<file path="src/design/pfts_pkg.sv">
// Package for the periodic frame transmit scheduler: opcodes, states, table entry and control types.
`default_nettype none
package pfts_pkg;

	typedef enum logic [1:0] {
		OP_LOAD  = 2'd0,
		OP_TICK  = 2'd1,
		OP_CLEAR = 2'd2,
		OP_NONE  = 2'd3
	} opcode_t;

	typedef enum logic [1:0] {
		ST_IDLE,
		ST_SCAN,
		ST_FLUSH
	} state_t;

	localparam logic [7:0] COUNT_FOREVER = 8'd255;
	localparam logic [4:0] MAX_RESULTS   = 5'd16;

	typedef struct packed {
		logic [10:0] id;
		logic [3:0]  length;
		logic [15:0] ivl_less_one;
		logic [31:0] last_time;
		logic [7:0]  remaining;
		logic [63:0] payload;
	} entry_t;

	typedef struct packed {
		logic wr_en;     // write the entry at the write address
		logic set_valid; // a load: mark entry and payload valid
		logic clr_pay;   // zero every payload
		logic rd_en;     // read the entry at the read address
	} tbl_ctrl_t;

endpackage
`default_nettype wire

</file>
<file path="src/design/pfts_table.sv">
// Frame table: synchronous memory with per-entry valid bits so unwritten entries read as zero.
`default_nettype none
module pfts_table #(
	parameter int DEPTH = 16,
	parameter int AW    = 4
) (
	input  wire logic              clk,
	input  wire logic              arst_n,
	input  wire pfts_pkg::tbl_ctrl_t ctrl,
	input  wire logic [AW-1:0]     wr_addr,
	input  wire pfts_pkg::entry_t  wr_data,
	input  wire logic [AW-1:0]     rd_addr,
	output pfts_pkg::entry_t       rd_data
);

	pfts_pkg::entry_t mem [DEPTH];
	pfts_pkg::entry_t rd_s1;
	logic [DEPTH-1:0] ent_vld_q;
	logic [DEPTH-1:0] pay_vld_q;
	logic             ent_vld_s1;
	logic             pay_vld_s1;

	always_ff @(posedge clk) begin
		if (ctrl.wr_en) begin
			mem[wr_addr] <= wr_data;
		end
		if (ctrl.rd_en) begin
			rd_s1 <= mem[rd_addr];
		end
	end

	always_ff @(posedge clk or negedge arst_n) begin
		if (!arst_n) begin
			ent_vld_q  <= '0;
			pay_vld_q  <= '0;
			ent_vld_s1 <= 1'b0;
			pay_vld_s1 <= 1'b0;
		end else begin
			if (ctrl.clr_pay) begin
				pay_vld_q <= '0;
			end else if (ctrl.wr_en && ctrl.set_valid) begin
				ent_vld_q[wr_addr] <= 1'b1;
				pay_vld_q[wr_addr] <= 1'b1;
			end
			if (ctrl.rd_en) begin
				ent_vld_s1 <= ent_vld_q[rd_addr];
				pay_vld_s1 <= pay_vld_q[rd_addr];
			end
		end
	end

	always_comb begin
		rd_data = '0;
		if (ent_vld_s1) begin
			rd_data = rd_s1;
			if (!pay_vld_s1) begin
				rd_data.payload = '0;
			end
		end
	end

endmodule
`default_nettype wire

</file>
<file path="src/design/periodic_frame_tx_scheduler.sv">
// Load, clear and unused opcodes finish in the accept cycle; busy stays low.
// A tick holds busy while the table is read one entry per cycle
// through its single read port, and each entry is checked and written back in the cycle after.
// Frames come one per strobe; each is held in a pending register so the final one can carry last.
// A new tick is accepted only once busy is low again. Reset empties the table (all entries
// disabled, all fields zero) at once through valid bits; no clearing pass.
`default_nettype none
module periodic_frame_tx_scheduler #(
	parameter int NUM_ENTRIES = 16
) (
	input  wire logic        clk,
	input  wire logic        arst_n,
	input  wire logic        start,
	output logic             busy,
	input  wire logic [1:0]  opcode,
	input  wire logic [3:0]  entry_index,
	input  wire logic [10:0] frame_id,
	input  wire logic [3:0]  frame_length,
	input  wire logic [15:0] interval_ms,
	input  wire logic [31:0] start_time,
	input  wire logic [7:0]  send_count,
	input  wire logic [63:0] payload,
	input  wire logic [31:0] now_ms,
	input  wire logic [4:0]  accept_limit,
	output logic             sent,
	output logic [3:0]       sent_index,
	output logic [10:0]      out_id,
	output logic [3:0]       out_length,
	output logic [63:0]      out_payload,
	output logic             last
);

	localparam int IW = (NUM_ENTRIES > 1) ? $clog2(NUM_ENTRIES) : 1;
	localparam logic [IW-1:0] LAST_IDX = IW'(NUM_ENTRIES - 1);

	pfts_pkg::state_t    state_q, state_d;
	pfts_pkg::tbl_ctrl_t ctrl;
	pfts_pkg::entry_t    wr_data, rd_data;
	logic [IW-1:0]       wr_addr;

	logic          accept;
	logic          load_ok;
	logic [IW+3:0] load_idx_ext;
	logic [IW-1:0] rd_idx_q;
	logic          rd_more_q;
	logic          v_s1;
	logic [IW-1:0] idx_s1;
	logic [31:0]   now_q;
	logic [4:0]    budget_q;
	logic [4:0]    sent_n_q;
	logic [4:0]    budget_in;
	logic          due;
	logic          do_send;
	logic          emit;
	logic          emit_last;

	logic          pend_v_q;
	logic [IW-1:0] pend_idx_q;
	logic [10:0]   pend_id_q;
	logic [3:0]    pend_len_q;
	logic [63:0]   pend_pay_q;
	logic [IW+3:0] pend_idx_ext;

	assign busy   = (state_q != pfts_pkg::ST_IDLE);
	assign accept = start && !busy;

	assign load_idx_ext = {{IW{1'b0}}, entry_index};
	assign load_ok      = (32'(entry_index) < NUM_ENTRIES);
	assign budget_in    = (accept_limit > pfts_pkg::MAX_RESULTS) ? pfts_pkg::MAX_RESULTS
	                                                              : accept_limit;

	// 33-bit sum so the due time never wraps
	assign due     = ({1'b0, now_q} > ({1'b0, rd_data.last_time} + {17'b0, rd_data.ivl_less_one}));
	assign do_send = v_s1 && due && (rd_data.remaining != 8'd0) && (sent_n_q < budget_q);

	always_ff @(posedge clk or negedge arst_n) begin
		if (!arst_n) begin
			state_q <= pfts_pkg::ST_IDLE;
		end else begin
			state_q <= state_d;
		end
	end

	always_comb begin
		state_d   = state_q;
		ctrl      = '0;
		wr_addr   = idx_s1;
		wr_data   = rd_data;
		emit      = 1'b0;
		emit_last = 1'b0;
		case (state_q)
			pfts_pkg::ST_IDLE: begin
				if (accept) begin
					case (opcode)
						pfts_pkg::OP_LOAD: begin
							ctrl.wr_en        = load_ok;
							ctrl.set_valid    = 1'b1;
							wr_addr           = load_idx_ext[IW-1:0];
							wr_data.id        = frame_id;
							wr_data.length    = frame_length;
							wr_data.ivl_less_one = interval_ms - 16'd1;
							wr_data.last_time = start_time;
							wr_data.remaining = send_count;
							wr_data.payload   = payload;
						end
						pfts_pkg::OP_TICK:  state_d = pfts_pkg::ST_SCAN;
						pfts_pkg::OP_CLEAR: ctrl.clr_pay = 1'b1;
						default: ;
					endcase
				end
			end
			pfts_pkg::ST_SCAN: begin
				ctrl.rd_en = rd_more_q;
				if (do_send) begin
					ctrl.wr_en        = 1'b1;
					wr_data.last_time = now_q;
					if (rd_data.remaining != pfts_pkg::COUNT_FOREVER) begin
						wr_data.remaining = rd_data.remaining - 8'd1;
					end
					emit = pend_v_q;
				end
				if (v_s1 && (idx_s1 == LAST_IDX)) begin
					state_d = pfts_pkg::ST_FLUSH;
				end
			end
			pfts_pkg::ST_FLUSH: begin
				emit      = pend_v_q;
				emit_last = 1'b1;
				state_d   = pfts_pkg::ST_IDLE;
			end
			default: state_d = pfts_pkg::ST_IDLE;
		endcase
	end

	pfts_table #(
		.DEPTH (NUM_ENTRIES),
		.AW    (IW)
	) u_table (
		.clk     (clk),
		.arst_n  (arst_n),
		.ctrl    (ctrl),
		.wr_addr (wr_addr),
		.wr_data (wr_data),
		.rd_addr (rd_idx_q),
		.rd_data (rd_data)
	);

	// scan control
	always_ff @(posedge clk or negedge arst_n) begin
		if (!arst_n) begin
			rd_idx_q  <= '0;
			rd_more_q <= 1'b0;
			v_s1      <= 1'b0;
			sent_n_q  <= '0;
			pend_v_q  <= 1'b0;
			sent      <= 1'b0;
		end else begin
			v_s1 <= ctrl.rd_en;
			sent <= emit;
			if (accept && (opcode == pfts_pkg::OP_TICK)) begin
				rd_idx_q  <= '0;
				rd_more_q <= 1'b1;
				sent_n_q  <= '0;
			end else if (ctrl.rd_en) begin
				rd_idx_q <= rd_idx_q + IW'(1);
				if (rd_idx_q == LAST_IDX) begin
					rd_more_q <= 1'b0;
				end
			end
			if (do_send) begin
				sent_n_q <= sent_n_q + 5'd1;
				pend_v_q <= 1'b1;
			end else if (state_q == pfts_pkg::ST_FLUSH) begin
				pend_v_q <= 1'b0;
			end
		end
	end

	assign pend_idx_ext = {4'b0, pend_idx_q};

	always_ff @(posedge clk) begin
		if (accept && (opcode == pfts_pkg::OP_TICK)) begin
			now_q    <= now_ms;
			budget_q <= budget_in;
		end
		idx_s1 <= rd_idx_q;
		if (do_send) begin
			pend_idx_q <= idx_s1;
			pend_id_q  <= rd_data.id;
			pend_len_q <= rd_data.length;
			pend_pay_q <= rd_data.payload;
		end
		if (emit) begin
			sent_index  <= pend_idx_ext[3:0];
			out_id      <= pend_id_q;
			out_length  <= pend_len_q;
			out_payload <= pend_pay_q;
			last        <= emit_last;
		end
	end

endmodule
`default_nettype wire

</file>
<file path="config.mk">
export PLATFORM = sky130hd
export DESIGN_NAME = periodic_frame_tx_scheduler
export DESIGN_NICKNAME = d
export VERILOG_FILES = /design/src/design/pfts_pkg.sv /design/src/design/pfts_table.sv /design/src/design/periodic_frame_tx_scheduler.sv
export SDC_FILE = /design/constraint.sdc
export NUM_CORES = 2
export LEC_CHECK = 0
export BUFFER_PORTS_ARGS = -buffer_cell sky130_fd_sc_hd__buf_2
export CELL_PAD_IN_SITES_DETAIL_PLACEMENT = 0
export CELL_PAD_IN_SITES_GLOBAL_PLACEMENT = 1
export CORE_ASPECT_RATIO = 0.8
export CORE_MARGIN = 2
export CORE_UTILIZATION = 50
export CTS_CLUSTER_SIZE = 14
export DETAILED_ROUTE_END_ITERATION = 10
export GPL_TIMING_DRIVEN = 1
export PLACE_DENSITY = 0.81
export SYNTH_ARGS = -nofsm -noshare
export SYNTH_HDL_FRONTEND = slang
export SYNTH_SLANG_ARGS = --single-unit
</file>
<file path="constraint.sdc">
create_clock -name clk -period 17.3 [get_ports clk]
set_clock_uncertainty 0.2 [all_clocks]
set_input_delay 2.595 -clock clk [delete_from_list [all_inputs] [get_ports clk]]
set_output_delay 2.595 -clock clk [all_outputs]
set_load 0.005 [all_outputs]
</file>
==> flow_summary.toml <==
[run_status]
status = "finished clean"

[drt]
vias_per_cell = 6.32
vias = 47280
drt_first_pass_iters = 6
drc_errors = 0
ant_nets = 0
wirelength_um = 241000
routedWlPerCell_um = 32.2
drt_iter0_markers = 6408

[power_and_ir_drop]
power_leakage_nw = 35.5
power.density_mw_per_mm2 = 144
finalPower_w = 0.0160
peakVddDrop_v = 0.000138

[timing]
finalSetupTns_ns = 0
fin_crit_sh_pct = 55.2
setup_violations = 0
fin_crit_ns = 9.54
tightest_slew_ns = 1.38
drv_slew = 0
fmax_mhz = 105
rsz0062_at_grt = "no"
finalHoldViolCount = 0
relSlewSlack_pct = 8.02

[global_route]
overflow = 0
grt_max_degree = 136
antenna_found_initial = 17
grt_first_pass_wirelength_um = 346000
grt_pass1_vias = 48077
grtUsageTotal_pct = 24.0

[yosys]
ys.flop_type = "edfxtp_1"
ys_warn_count = 0
synth_area_leaders = "edfxtp_1 76%, mux4_2 16%, dfrtp_1 1.2%, mux2_2 0.99%, ha_1 0.72%"
yosysSeqAreaShare_pct = 77.3
synth_edf_count = 2499
synth_async_sr_flop_share_pct = 1.92
synth_top_area_share_pct = 76.0
ys_types = 70
synth_nets = 4568
yosys.area.top_type = "edfxtp_1"
ys_seq_elements = 2552
synth_cells = 4329
synth.avg_cell_area_sq_um = 22.8
syn_area_sq_mm = 0.0987

[job]
drv_cap = 0

[clocking]
clock_latency_ns = 0.90
holdBufCountCts = 0
post_cts_buffers = 0
path_clk_slew_ns = 0.07
htree_num_levels = 4
cts_root_buf = "clkbuf_16"
clockBufferDepth = 3
clock-sinks = 2552
cts_resized = 0
cts_tree = "built"
numCtsBuffers = 228

[setup_path]
path_class = "flop to flop"
critical_path.endpoint_type = "flop"
crit_path_start_kind = "flop"
arrival_ns = 9.82
path_max_fanout = 62
required_ns = 17.57

[finish]
final_common_cell = "edfxtp_1"
synthToLayoutAreaGrowth_pct = 12.3
final.fill_count = 13858
most-common-layout-cells = "2499 x edfxtp_1, 685 x mux4_2, 266 x buf_2"
finalNetCount = 4949
drive_gt1_share_pct = 30.5

[floorplan]
die_h_um = 401
io_pins = 267
rows = 145
dieArea_sq_mm = 0.201
die_w_um = 501
placeableCoreArea_sq_mm = 0.196
initial_utilization_pct = 50.4

[placed_design]
io_buffer_count = 266
gp_congestion = 0.868
hpwlAfterDp_um = 130000

[min_path]
hold_class = "flop to flop"
-- critical path: stages, from the launching register on --
cell	delay, ns
dfrtp_4	0.97
buf_4	0.60
and2_1	0.31
ha_1	0.26
a221oi_1	0.35
and4bb_2	0.29
nor2_1	0.23
a211oi_1	0.16
o21a_1	0.19
a211oi_1	0.29
buf_4	0.27
o31a_1	0.15
o21ai_0	0.09
ha_1	0.36
nand4_1	0.16
nor4_1	0.55
o31a_1	0.27
o211ai_4	0.24
o31a_1	0.62
nand2b_1	0.45
nor2_4	0.62
buf_4	0.61
buf_4	0.71
-- where the power goes --
| part | total, W | internal, W | switching, W | leakage, nW |
|---|---|---|---|---|
| clock network | 0.00502 | 0.00276 | 0.00226 | 3.57 |
| registers | 0.00748 | 0.00727 | 0.000204 | 23.6 |
| logic | 0.00350 | 0.00165 | 0.00186 | 8.31 |
-- cell type report --
| class | count | area, sq um | share of cell area, % |
|---|---|---|---|
| timing repair buffer | 372 | 2260 | 2.04 |
| multi-input combinational | 1523 | 21500 | 19.4 |
| antenna | 7 | 17.5 | 0.0158 |
| sequential | 2552 | 76400 | 68.9 |
| clock buffer | 301 | 6030 | 5.44 |
| clock inverter | 117 | 1370 | 1.23 |
| tap | 2572 | 3220 | 2.90 |
| inverter | 33 | 129 | 0.116 |
-- sequential cells by signal, summed over array words and instances, names as in the netlist, 5 cells and up --
signal             flops
pend_pay_q            64
pend_id_q             11
budget_q               5
u_table.mem         2160
sent_n_q               5
out_id                11
u_table.pay_vld_q     16
now_q                 32
u_table.rd_s1        135
out_payload           64
u_table.ent_vld_q     16
-- cell usage after synthesis (27+ instances only) --
cell / count
a21oi_1: 33
nand2_1: 92
o21ai_0: 60
mux2_2: 87
buf_1: 58
inv_1: 31
nand3_1: 32
ha_1: 57
mux4_2: 685
and2_1: 45
dfrtp_1: 49
edfxtp_1: 2499
nor2_1: 57
a22oi_1: 27
clkbuf_1: 153
and3_1: 70
-- kinds of logic after synthesis --
| family | after synthesis | synth area share [%] |
|---|---|---|
| adder cells (fa/ha/maj) | 60 | 0.764 |
| multiplexers | 794 | 16.9 |
| flip-flops | 2552 | 77.3 |
| buffers and inverters | 254 | 1.02 |
| AO/OA/AOI/OAI | 232 | 1.54 |
| XOR/XNOR | 47 | 0.417 |
| AND/OR/NAND/NOR | 390 | 2.06 |
-- per-layer routing --
layer	GRT usage [%]	up-vias	wire length, um
met5	0	-	50
met4	6.89	10	6040
met3	5.65	332	24800
met2	36.7	2658	114000
met1	35.0	25183	95800
li1	-	19097	-
-- through the flow --
stage	instances	util, %	hold slack, ns	setup WS [ns]	cell area, sq um
CTS	7470	56.6	0.195	7.76	111000
floorplan	4329	-	0.145	2.21	98700
finish	7477	56.6	0.196	7.76	111000
global placement	7052	52.9	0.203	7.83	103000
detailed placement	7052	52.9	0.205	7.81	103000
global route	7476	56.6	0.225	7.28	111000
-- final timing paths --
path | slack, ns | cells past startpoint | startpoint | end
setup / recovery | 7.76 | 22 | u_table.ent_vld_s1 | u_table.mem[0][42]
setup reg to reg | 7.76 | 22 | u_table.ent_vld_s1 | u_table.mem[0][42]
hold / removal | 0.20 | 0 | pend_pay_q[62] | out_payload[62]
min in group asynchronous | 1.64 | 2 | arst_n | sent
max in group asynchronous | 14.53 | 2 | arst_n | rd_idx_q[0]
hold reg to reg | 0.20 | 0 | pend_pay_q[62] | out_payload[62]
No activity file was read; power rests on OpenSTA's default activity.
